[src/sparse_set_inclusion_matcher_core_defines.svh]
// Assertion macros shared by the matcher RTL.
// Uses clk and rst_n of the including module; no other dependencies.
`ifndef SPARSE_SET_INCLUSION_MATCHER_CORE_DEFINES_SVH
`define SPARSE_SET_INCLUSION_MATCHER_CORE_DEFINES_SVH

// same-cycle implication
`define SSIM_ASSERT_IMPL(lbl, ante, cons) \
  lbl: assert property (@(posedge clk) disable iff (!rst_n) (ante) |-> (cons)) \
    else $error("ssim assertion failed");

// next-cycle implication
`define SSIM_ASSERT_NEXT(lbl, ante, cons) \
  lbl: assert property (@(posedge clk) disable iff (!rst_n) (ante) |=> (cons)) \
    else $error("ssim assertion failed");

`endif

[src/ssim_pkg.sv]
// Shared types and constants for the sparse set inclusion matcher.
// No dependencies.
package ssim_pkg;

  localparam int ATTR_W  = 8;
  localparam int GRADE_W = 8;
  localparam int IDX_W   = 6;

  typedef enum logic [1:0] {
    CMD_LOAD  = 2'd0,
    CMD_QUERY = 2'd1,
    CMD_CLEAR = 2'd2,
    CMD_NONE  = 2'd3
  } cmd_t;

  typedef enum logic [1:0] {
    MODE_GRADED = 2'd0,
    MODE_BIN    = 2'd1,
    MODE_EQ     = 2'd2,
    MODE_RSVD   = 2'd3
  } mode_t;

  typedef enum logic [2:0] {
    ST_IDLE,
    ST_NEXT_SET,
    ST_LOAD_END,
    ST_ISSUE,
    ST_CHECK,
    ST_HIT,
    ST_FAIL,
    ST_FINISH
  } state_t;

  typedef struct packed {
    logic accept;
    logic init;
    logic begin_set;
    logic step_hit;
    logic step_miss;
    logic record;
    logic advance;
    logic finish;
  } ctrl_cmd_t;

  typedef struct packed {
    logic in_valid;
    logic close_query;
    logic set_done;
    logic len_ok;
    logic qlen_zero;
    logic eq_mode;
    logic s_at_end;
    logic attr_eq;
    logic hit;
    logic q_last;
    logic can_emit;
    logic pend_v;
  } dp_status_t;

endpackage

[src/ssim_ctrl.sv]
// Matcher controller: state machine sequencing item intake and the store walk.
// Depends on ssim_pkg.
module ssim_ctrl import ssim_pkg::*; (
  input  logic       clk,
  input  logic       rst_n,
  input  dp_status_t st,
  output ctrl_cmd_t  cmd,
  output logic       in_ready
);

  state_t state_r, state_nxt;

  always_ff @(posedge clk) begin
    if (!rst_n) begin
      state_r <= ST_IDLE;
    end else begin
      state_r <= state_nxt;
    end
  end

  always_comb begin
    state_nxt = state_r;
    unique case (state_r)
      ST_IDLE: begin
        if (st.in_valid && st.close_query) state_nxt = ST_NEXT_SET;
      end
      ST_NEXT_SET: begin
        state_nxt = st.set_done ? ST_FINISH : ST_LOAD_END;
      end
      ST_LOAD_END: begin
        if (st.eq_mode) begin
          if (!st.len_ok)        state_nxt = ST_FAIL;
          else if (st.qlen_zero) state_nxt = ST_HIT;
          else                   state_nxt = ST_ISSUE;
        end else begin
          state_nxt = st.qlen_zero ? ST_FAIL : ST_ISSUE;
        end
      end
      ST_ISSUE: begin
        state_nxt = st.s_at_end ? ST_FAIL : ST_CHECK;
      end
      ST_CHECK: begin
        if (st.hit)             state_nxt = st.q_last ? ST_HIT : ST_ISSUE;
        else if (st.eq_mode)    state_nxt = ST_FAIL;
        else                    state_nxt = ST_ISSUE;
      end
      ST_HIT: begin
        if (st.can_emit || !st.pend_v) state_nxt = ST_NEXT_SET;
      end
      ST_FAIL: begin
        state_nxt = ST_NEXT_SET;
      end
      ST_FINISH: begin
        if (st.can_emit) state_nxt = ST_IDLE;
      end
      default: state_nxt = ST_IDLE;
    endcase
  end

  always_comb begin
    cmd      = '0;
    in_ready = 1'b0;
    unique case (state_r)
      ST_IDLE: begin
        in_ready   = 1'b1;
        cmd.accept = st.in_valid;
        cmd.init   = st.in_valid && st.close_query;
      end
      ST_LOAD_END: cmd.begin_set = 1'b1;
      ST_CHECK: begin
        cmd.step_hit  = st.hit;
        cmd.step_miss = !st.hit && !st.eq_mode;
      end
      ST_HIT:    cmd.record  = st.can_emit || !st.pend_v;
      ST_FAIL:   cmd.advance = 1'b1;
      ST_FINISH: cmd.finish  = st.can_emit;
      default: ;
    endcase
  end

endmodule

[config.mk]
export PLATFORM = sky130hd
export DESIGN_NAME = ssim_ctrl
export DESIGN_NICKNAME = d
export VERILOG_FILES = /design/src/sparse_set_inclusion_matcher_core_defines.svh /design/src/ssim_pkg.sv /design/src/ssim_ctrl.sv
export SDC_FILE = /design/constraint.sdc
export NUM_CORES = 1
export LEC_CHECK = 0
export BUFFER_PORTS_ARGS = -buffer_cell sky130_fd_sc_hd__buf_2
export CELL_PAD_IN_SITES_DETAIL_PLACEMENT = 1
export CELL_PAD_IN_SITES_GLOBAL_PLACEMENT = 2
export CORE_MARGIN = 2
export CORE_UTILIZATION = 21
export CTS_BUF_LIST = sky130_fd_sc_hd__clkbuf_4 sky130_fd_sc_hd__clkbuf_8
export DETAILED_ROUTE_END_ITERATION = 16
export GPL_TIMING_DRIVEN = 0
export PLACE_DENSITY = 0.88
export SYNTH_ARGS = -nofsm -noshare
export SYNTH_HDL_FRONTEND = slang
export SYNTH_SLANG_ARGS = --single-unit
[constraint.sdc]
create_clock -name clk -period 2.4 [get_ports clk]
set_clock_uncertainty 0.05 [all_clocks]
set_input_delay 0.36 -clock clk [delete_from_list [all_inputs] [get_ports clk]]
set_output_delay 0.36 -clock clk [all_outputs]
set_load 0.02 [all_outputs]
After elaboration in Yosys (flattened, before gate mapping)
Cells that the tools add are included.

operators by class
  reduce and logical (&&, ||, !) cells = 8
  mux-type cells = 20
  equality and inequality tests = 10

operator list
  cell                                                                   number
  3-bit 2-to-1 mux                                                       11
  3-bit case mux with 8 select lines                                     1
  3-bit equality test, second input constant                             4
  3-bit by 2-bit equality test with 1-bit output, second input constant  2
  2-bit 2-to-1 mux                                                       3
  2-bit inequality test, second input constant                           3
  1-bit 2-to-1 mux                                                       5
  3-bit by 1-bit equality test with 1-bit output, second input constant  1
  1-bit zero test                                                        3
  3-bit zero test                                                        1
  3-bit AND reduction                                                    1
  1-bit logical AND                                                      2
  1-bit logical OR                                                       1

storage, ports and cells
  output and inout bits = 9
  bits of input ports = 14
  logic and storage cells = 39
  bits in registers = 3

Longest topological paths before layout
Gate-level depths: netlist of run 1.

  depth in word-level cells = 4
  depth in mapped cells = 5
  depth with buffers taken out = 4

Least setup slack after synthesis of run 1
No wires, ideal clock.

  kind = flip-flop to output port
  from = register state_r[1]
  to = output port cmd[6] in the netlist's numbering
  stages on the path, launching flop included = 4
  slack = 0.833 ns
  required time = 1.990 ns
  arrival = 1.157 ns
  path buffers = 1
  cell sequence = dfxtp_1 buf_6 nor3_2 and3_1

RTL lines
  item                    line             source
  from (decl)             ssim_ctrl.sv:11  state_t state_r, state_nxt;
  from (signal assigned)  ssim_ctrl.sv:17  state_r <= state_nxt;
  to (decl)               ssim_ctrl.sv:7   output ctrl_cmd_t cmd,

==> reports/results.ini, run 1 <==
[place]
dp.cells = 86
dp_hpwl_microns = 801
placed_area_sq_um = 470
portBuffers = 21
gp_congestion = 0.691

[power_and_ir_drop]
peakVddDrop_mv = 0.366
p_leak_nw = 0.252
power.density_nw_per_um2 = 1110

[die]
die_area_sq_um = 1980
die_y_microns = 44.6
start_util = 0.227
coreArea_sq_um = 1520
io_pins = 23
rows = 14
dieWidth_microns = 44.6

[clock_network]
post_cts_buffers = 0
cts_buffer_depth = 2
cts_tree = yes
insertion_delay_ns = 0.23
root_buffer = clkbuf_4
cts_made_buffers = 3
path_clk_slew_ns = 0.04
clock_sinks = 3
htree_levels = 1
cts_hold_buf = 0
cts_resized = 0

[timing]
setup_tns_ns = 0
setup_violations = 0
rsz0062_at_grt = false
maxSlewHeadroom = 0.829
finalHoldViolCount = 0
fmax_mhz = 593
maxSlewViolCount = 0
worst_pin_slew_ns = 0.252
fin_crit_ns = 1.69
period_share = 0.703

[min_path]
min-delay-start = rst_n
holdPathEnd = state_r[1]$_SDFFE_PN0P_
hold_class = in2reg
whs_path_depth = 2

[route]
drtIter0Drc = 6
viasPerCell = 4.87
first_pass_iters = 4
wl_per_cell_microns = 11.0
ant_nets = 0
drcViolationCount = 0
vias = 438
totalWireLength_microns = 990

[logic_synthesis]
ys_types = 28
ys_ff_latch = 3
ys.flop_type = dfxtp_1
synth_top_area_frac = 0.174
synth_area_leaders = dfxtp_1 (17%), buf_6 (6.5%), nand2_1 (6.5%)
synth_seq_area_share = 0.174
synth_edf_count = 0
syn_area_sq_um = 345
syn-num-nets = 63
yosys_warnings = 0
yosysTopAreaCell = dfxtp_1
synth_cells = 49
synth-async-reset-ratio = 0
avgSynthCellArea_sq_um = 7.05

[finish]
area_growth_pct = 44.9
largest_reg_flops = 3
diodes = 0
final_area_sq_um = 500
largest-register = state_r
fin_cells = 90
reg_top3 = state_r: 3 flops
drive_gt1_frac = 0.432
multi_input_comb_area_sq_um = 246
seq_area_sq_um = 60.1
nets = 89
n_fill_cell = 208
final_util = 0.328

[outcome]
status = complete, no violations

[setup_path]
r2r_end = state_r[1]$_SDFFE_PN0P_
criticalPathCategory = reg2out
worstReg2RegStart = state_r[1]$_SDFFE_PN0P_
cp_max_fo = 10
worstSetupEndpointType = output pin
required_ns = 1.99
reg2reg_setup_slack_ns = 1.24
reg2reg_depth = 5
cp.arrival_ns = 1.28
critPathLaunchType = register

[global_route]
grt_use_total = 0.122
gr-total-overflow = 0
antenna_found_initial = 0
grt_pass1_wl_microns = 1750
grt_pass1_vias = 456
grt_max_degree = 11

[flow_run]
maxCapViolations = 0

-- report_power, final --
part           leakage [nW]  internal [W]  switching [W]
Combinational         0.209      0.000159       0.000215
Sequential           0.0247     0.0000713      0.0000136
Clock                0.0184     0.0000735      0.0000252
Total                 0.252      0.000303       0.000254
-- layout by cell type, fill, tap and decap left out, drive strengths merged, types with 2 or more instances in the layout --
master | netlist | layout
a21oi | 2 | 2
and2 | 3 | 3
o21ai | 3 | 3
nor3 | 5 | 5
nand2 | 6 | 6
nor2 | 4 | 4
nand2b | 3 | 3
buf | 3 | 24
clkbuf | 0 | 4
nor3b | 2 | 2
inv | 3 | 3
dfxtp | 3 | 3
-- synthesized netlist by cell type, drive strengths merged, types with 2 or more instances --
| library cell | number |
|---|---|
| nor3 | 5 |
| inv | 3 |
| nand2 | 6 |
| nand2b | 3 |
| dfxtp | 3 |
| nor3b | 2 |
| and2 | 3 |
| a21oi | 2 |
| nor2 | 4 |
| buf | 3 |
| o21ai | 3 |
-- area by class of cell --
cell class                      count  area share
Inverter                            3      0.0225
Buffer                              3      0.0550
Tap cell                           16      0.0400
Multi-Input combinational cell     40       0.492
Timing Repair Buffer               21       0.210
Clock buffer                        4      0.0600
Sequential cell                     3       0.120
-- critical path: stages, from the launching register on --
cell and delay (ns):
dfxtp_1 0.38, buf_2 0.23, nand2_1 0.07, nor3_1 0.17
buf_2 0.19
-- worst max-delay path by stage --
stage,endpoint,startpoint
2_1_floorplan,cmd[6],state_r[1]$_SDFFE_PN0P_
3_3_place_gp,cmd[2],state_r[2]$_SDFFE_PN0P_
3_5_place_dp,cmd[2],state_r[2]$_SDFFE_PN0P_
4_1_cts,cmd[2],state_r[2]$_SDFFE_PN0P_
5_1_grt,cmd[2],state_r[2]$_SDFFE_PN0P_
6_report,cmd[2],state_r[2]$_SDFFE_PN0P_
-- metrics by stage --
step / setup slack (ns) / hold slack (ns) / power [W]
after CTS: 0.690 / 0.307 / 0.000569
after global routing: 0.595 / 0.312 / 0.000612
after global placement: 0.983 / 0.545 / 0.000461
final: 0.714 / 0.310 / 0.000557
after floorplan: 0.833 / 0.426 / 0.000363
after detailed placement: 0.946 / 0.546 / 0.000467
-- kinds of logic (layout without fill, tap and decap cells) --
kind of cell	count (synthesis)	in the layout	share of synthesized area
flip-flops	3	3	0.174
buffers and inverters	6	31	0.112
multiplexers	1	1	0.0290
AND/OR/NAND/NOR	27	27	0.435
AO/OA/AOI/OAI	12	12	0.250
-- layer usage --
metal | GRT usage | wire (microns) | vias to the layer above
li1 | - | - | 220
met1 | 0.122 | 376 | 204
met2 | 0.214 | 542 | 14
met3 | 0.0327 | 72 | 0
met4 | 0.0909 | 0 | 0
met5 | 0 | 0 | -
No activity file was read; power rests on OpenSTA's default activity.
==> run 2: changes to the inputs <==
--- a/config.mk
+++ b/config.mk
@@ -9,11 +9,11 @@
 export CELL_PAD_IN_SITES_DETAIL_PLACEMENT = 1
 export CELL_PAD_IN_SITES_GLOBAL_PLACEMENT = 2
 export CORE_MARGIN = 2
-export CORE_UTILIZATION = 21
+export CORE_UTILIZATION = 20
 export CTS_BUF_LIST = sky130_fd_sc_hd__clkbuf_4 sky130_fd_sc_hd__clkbuf_8
 export DETAILED_ROUTE_END_ITERATION = 16
 export GPL_TIMING_DRIVEN = 0
-export PLACE_DENSITY = 0.88
+export PLACE_DENSITY = 0.84
 export SYNTH_ARGS = -nofsm -noshare
 export SYNTH_HDL_FRONTEND = slang
 export SYNTH_SLANG_ARGS = --single-unit
==> constraint.sdc (replaced) <==
create_clock -name clk -period 1.65 [get_ports clk]
set_clock_uncertainty 0.05 [all_clocks]
set_input_delay 0.2475 -clock clk [delete_from_list [all_inputs] [get_ports clk]]
set_output_delay 0.2475 -clock clk [all_outputs]
set_load 0.02 [all_outputs]
==> run 2 against run 1 <==
Compared with the run above: non-clock buffer count unchanged; sequential share of layout area down 0.11 points; global-route usage is 0.32 points lower.
==> reports/results.ini, run 2 (synthesized netlist as in run 1, its figures left out) <==
[outcome]
status = complete, no violations

[finish]
final_cell_mix = buf_2 (21), nand2_1 (6), nor3_1 (4), nor2_1 (4), clkbuf_4 (4)
largest-register = state_r
final_common_cell = buf_2
area_growth_pct = 49.3
largest_reg_flops = 3  ; unchanged
diodes = 0  ; unchanged
n_fill_cell = 215  ; +3.4%
drive_gt1_frac = 0.446  ; +0.0135
nets = 89  ; unchanged
reg_top3 = state_r: 3 flops

[setup_path]
r2r_end = state_r[1]$_SDFFE_PN0P_
criticalPathCategory = reg2out
required_ns = 1.35  ; -0.64 ns
cp_slowest_stage_delay_ns = 0.30  ; -0.08 ns
cp.arrival_ns = 1.23  ; -0.05 ns
reg2reg_depth = 5  ; unchanged
path_buf_inv = 2  ; unchanged
cp_max_fo = 8  ; -2
critPathLaunchType = register
worstSetupEndpointType = output pin
path_cells = buf_6 -> nor3_4 -> and3_1 -> buf_2
reg2reg_setup_slack_ns = 0.47  ; -0.77 ns
critPathTopFamily = simple AND/OR/NAND/NOR gates
slowest_stage = dfxtp_1
worstReg2RegStart = state_r[1]$_SDFFE_PN0P_

[min_path]
holdPathEnd = state_r[1]$_SDFFE_PN0P_
min-delay-start = rst_n
whs_path_depth = 2  ; unchanged
hold_class = in2reg

[die]
die_area_sq_um = 2080  ; +4.6%
dieWidth_microns = 45.6  ; +2.3%
die_y_microns = 45.6  ; +2.3%
start_util = 0.207  ; -0.0199
io_pins = 23  ; unchanged
rows = 15  ; +1
coreArea_sq_um = 1670  ; +9.6%

[flow_run]
maxCapViolations = 0  ; unchanged

[timing]
maxSlewViolCount = 0  ; unchanged
rsz0062_at_grt = false
setup_violations = 0  ; unchanged
fmax_mhz = 654
finalHoldViolCount = 0  ; unchanged
period_share = 0.927
setup_tns_ns = 0  ; unchanged
fin_crit_ns = 1.53
worst_pin_slew_ns = 0.273  ; +0.0206 ns
maxSlewHeadroom = 0.815  ; -0.0140

[power_and_ir_drop]
power.internal_w = 0.000467  ; +54%
power_frac_seq = 0.152  ; about the same
p_leak_nw = 0.255  ; +1.2%
power_w = 0.000860  ; +54%
peakVddDrop_mv = 0.352  ; -3.9%
p_sw_w = 0.000393  ; +55%
switching_share = 0.457  ; +0.00198
power.density_nw_per_um2 = 1670  ; +50%
p_clk_frac = 0.177  ; about the same
combPwrFrac = 0.671  ; about the same

[clock_network]
root_buffer = clkbuf_4
post_cts_buffers = 0  ; unchanged
htree_levels = 1  ; unchanged
insertion_delay_ns = 0.24  ; about the same
cts_made_buffers = 3  ; unchanged
path_clk_slew_ns = 0.04  ; about the same
cts_tree = yes
cts_buffer_depth = 2  ; unchanged
clock_sinks = 3  ; unchanged

[global_route]
gr-total-overflow = 0  ; unchanged
grt_use_total = 0.119  ; -0.00318
antenna_found_initial = 0  ; unchanged
grt_max_degree = 11  ; unchanged
grt_pass1_vias = 377  ; -17%
grt_pass1_wl_microns = 1700  ; -2.3%

[place]
dp_hpwl_microns = 827  ; +3.2%
gp_congestion = 0.732  ; +5.9%
portBuffers = 21  ; unchanged

[route]
viasPerCell = 4.82  ; -0.87%
first_pass_iters = 4  ; unchanged
wl_per_cell_microns = 11.1  ; +1.1%
drcViolationCount = 0  ; unchanged
drtIter0Drc = 7  ; +1
totalWireLength_microns = 1010  ; +2.2%
vias = 439  ; +0.23%
ant_nets = 0  ; unchanged

==> run 2: cell counts in the layout (fill, tap and decap cells not counted) <==
No cell type changed its count.
==> run 2: worst max path at each step <==
stage	from	to	slack [ns]	depth (start not counted)
after floorplan	state_r[1]$_SDFFE_PN0P_	cmd[6]	0.20	3
after global placement	state_r[2]$_SDFFE_PN0P_	cmd[2]	0.34	4
after detailed placement	state_r[2]$_SDFFE_PN0P_	cmd[2]	0.33	4
after CTS	state_r[2]$_SDFFE_PN0P_	cmd[2]	0.05	4
after global routing	state_r[1]$_SDFFE_PN0P_	cmd[6]	0.05	4
final	state_r[1]$_SDFFE_PN0P_	cmd[6]	0.12	4
==> run 2: routing by layer <==
metal | global-route usage | vias to the layer above | wire, microns
li1 | - | 221 | -
met5 | 0 | - | 0
met3 | 0.0238 | 2 | 56
met4 | 0.0882 | 0 | 21
met2 | 0.169 | 15 | 481
met1 | 0.157 | 201 | 453
==> run 2: final cells by class <==
cell class	instances	area [sq um]	area share
Multi-Input combinational cell	40	253	0.490
Timing Repair Buffer	21	105	0.204
Sequential cell	3	61.3	0.119
Buffer	3	33.8	0.0655
Clock buffer	4	30.0	0.0583
Tap cell	17	21.3	0.0413
Inverter	3	11.3	0.0218
==> run 2: power by group through the flow <==
stage | clock [W] | combinational [W] | sequential, W
4_1_cts | 0.000158 | 0.000549 | 0.000124
3_5_place_dp | 0 | 0.000548 | 0.000125
5_1_grt | 0.000161 | 0.000636 | 0.000136
2_1_floorplan | 0 | 0.000408 | 0.000121
6_report | 0.000152 | 0.000577 | 0.000131
3_3_place_gp | 0 | 0.000541 | 0.000124
==> run 2: what timing repair did <==
action	CTS	global route
hold buffers	0	0
setup endpoints to repair	0	2
endpoints found under the hold margin	0	0
gates resized for setup	0	5
==> run 2: worst register-to-register path, delay by kind of cell, from the launching register on <==
| kind | cells | cell delay, ns |
|---|---|---|
| and+or+nand+nor | 1 | 0.14 |
| DFF | 1 | 0.30 |
| AOI/OAI and AO/OA | 3 | 0.50 |
| buffers and inverters | 1 | 0.13 |
==> run 2: metrics by stage <==
stage               setup slack [ns]  cells  cell area, sq um   util  hold slack, ns
floorplan                      0.195     49               345      -           0.314
global placement               0.343     87               472  0.282           0.432
detailed placement             0.329     87               472  0.282           0.439
CTS                           0.0536     91               502  0.300           0.188
global route                  0.0538     91               515  0.309           0.197
finish                         0.121     91               515  0.309           0.189
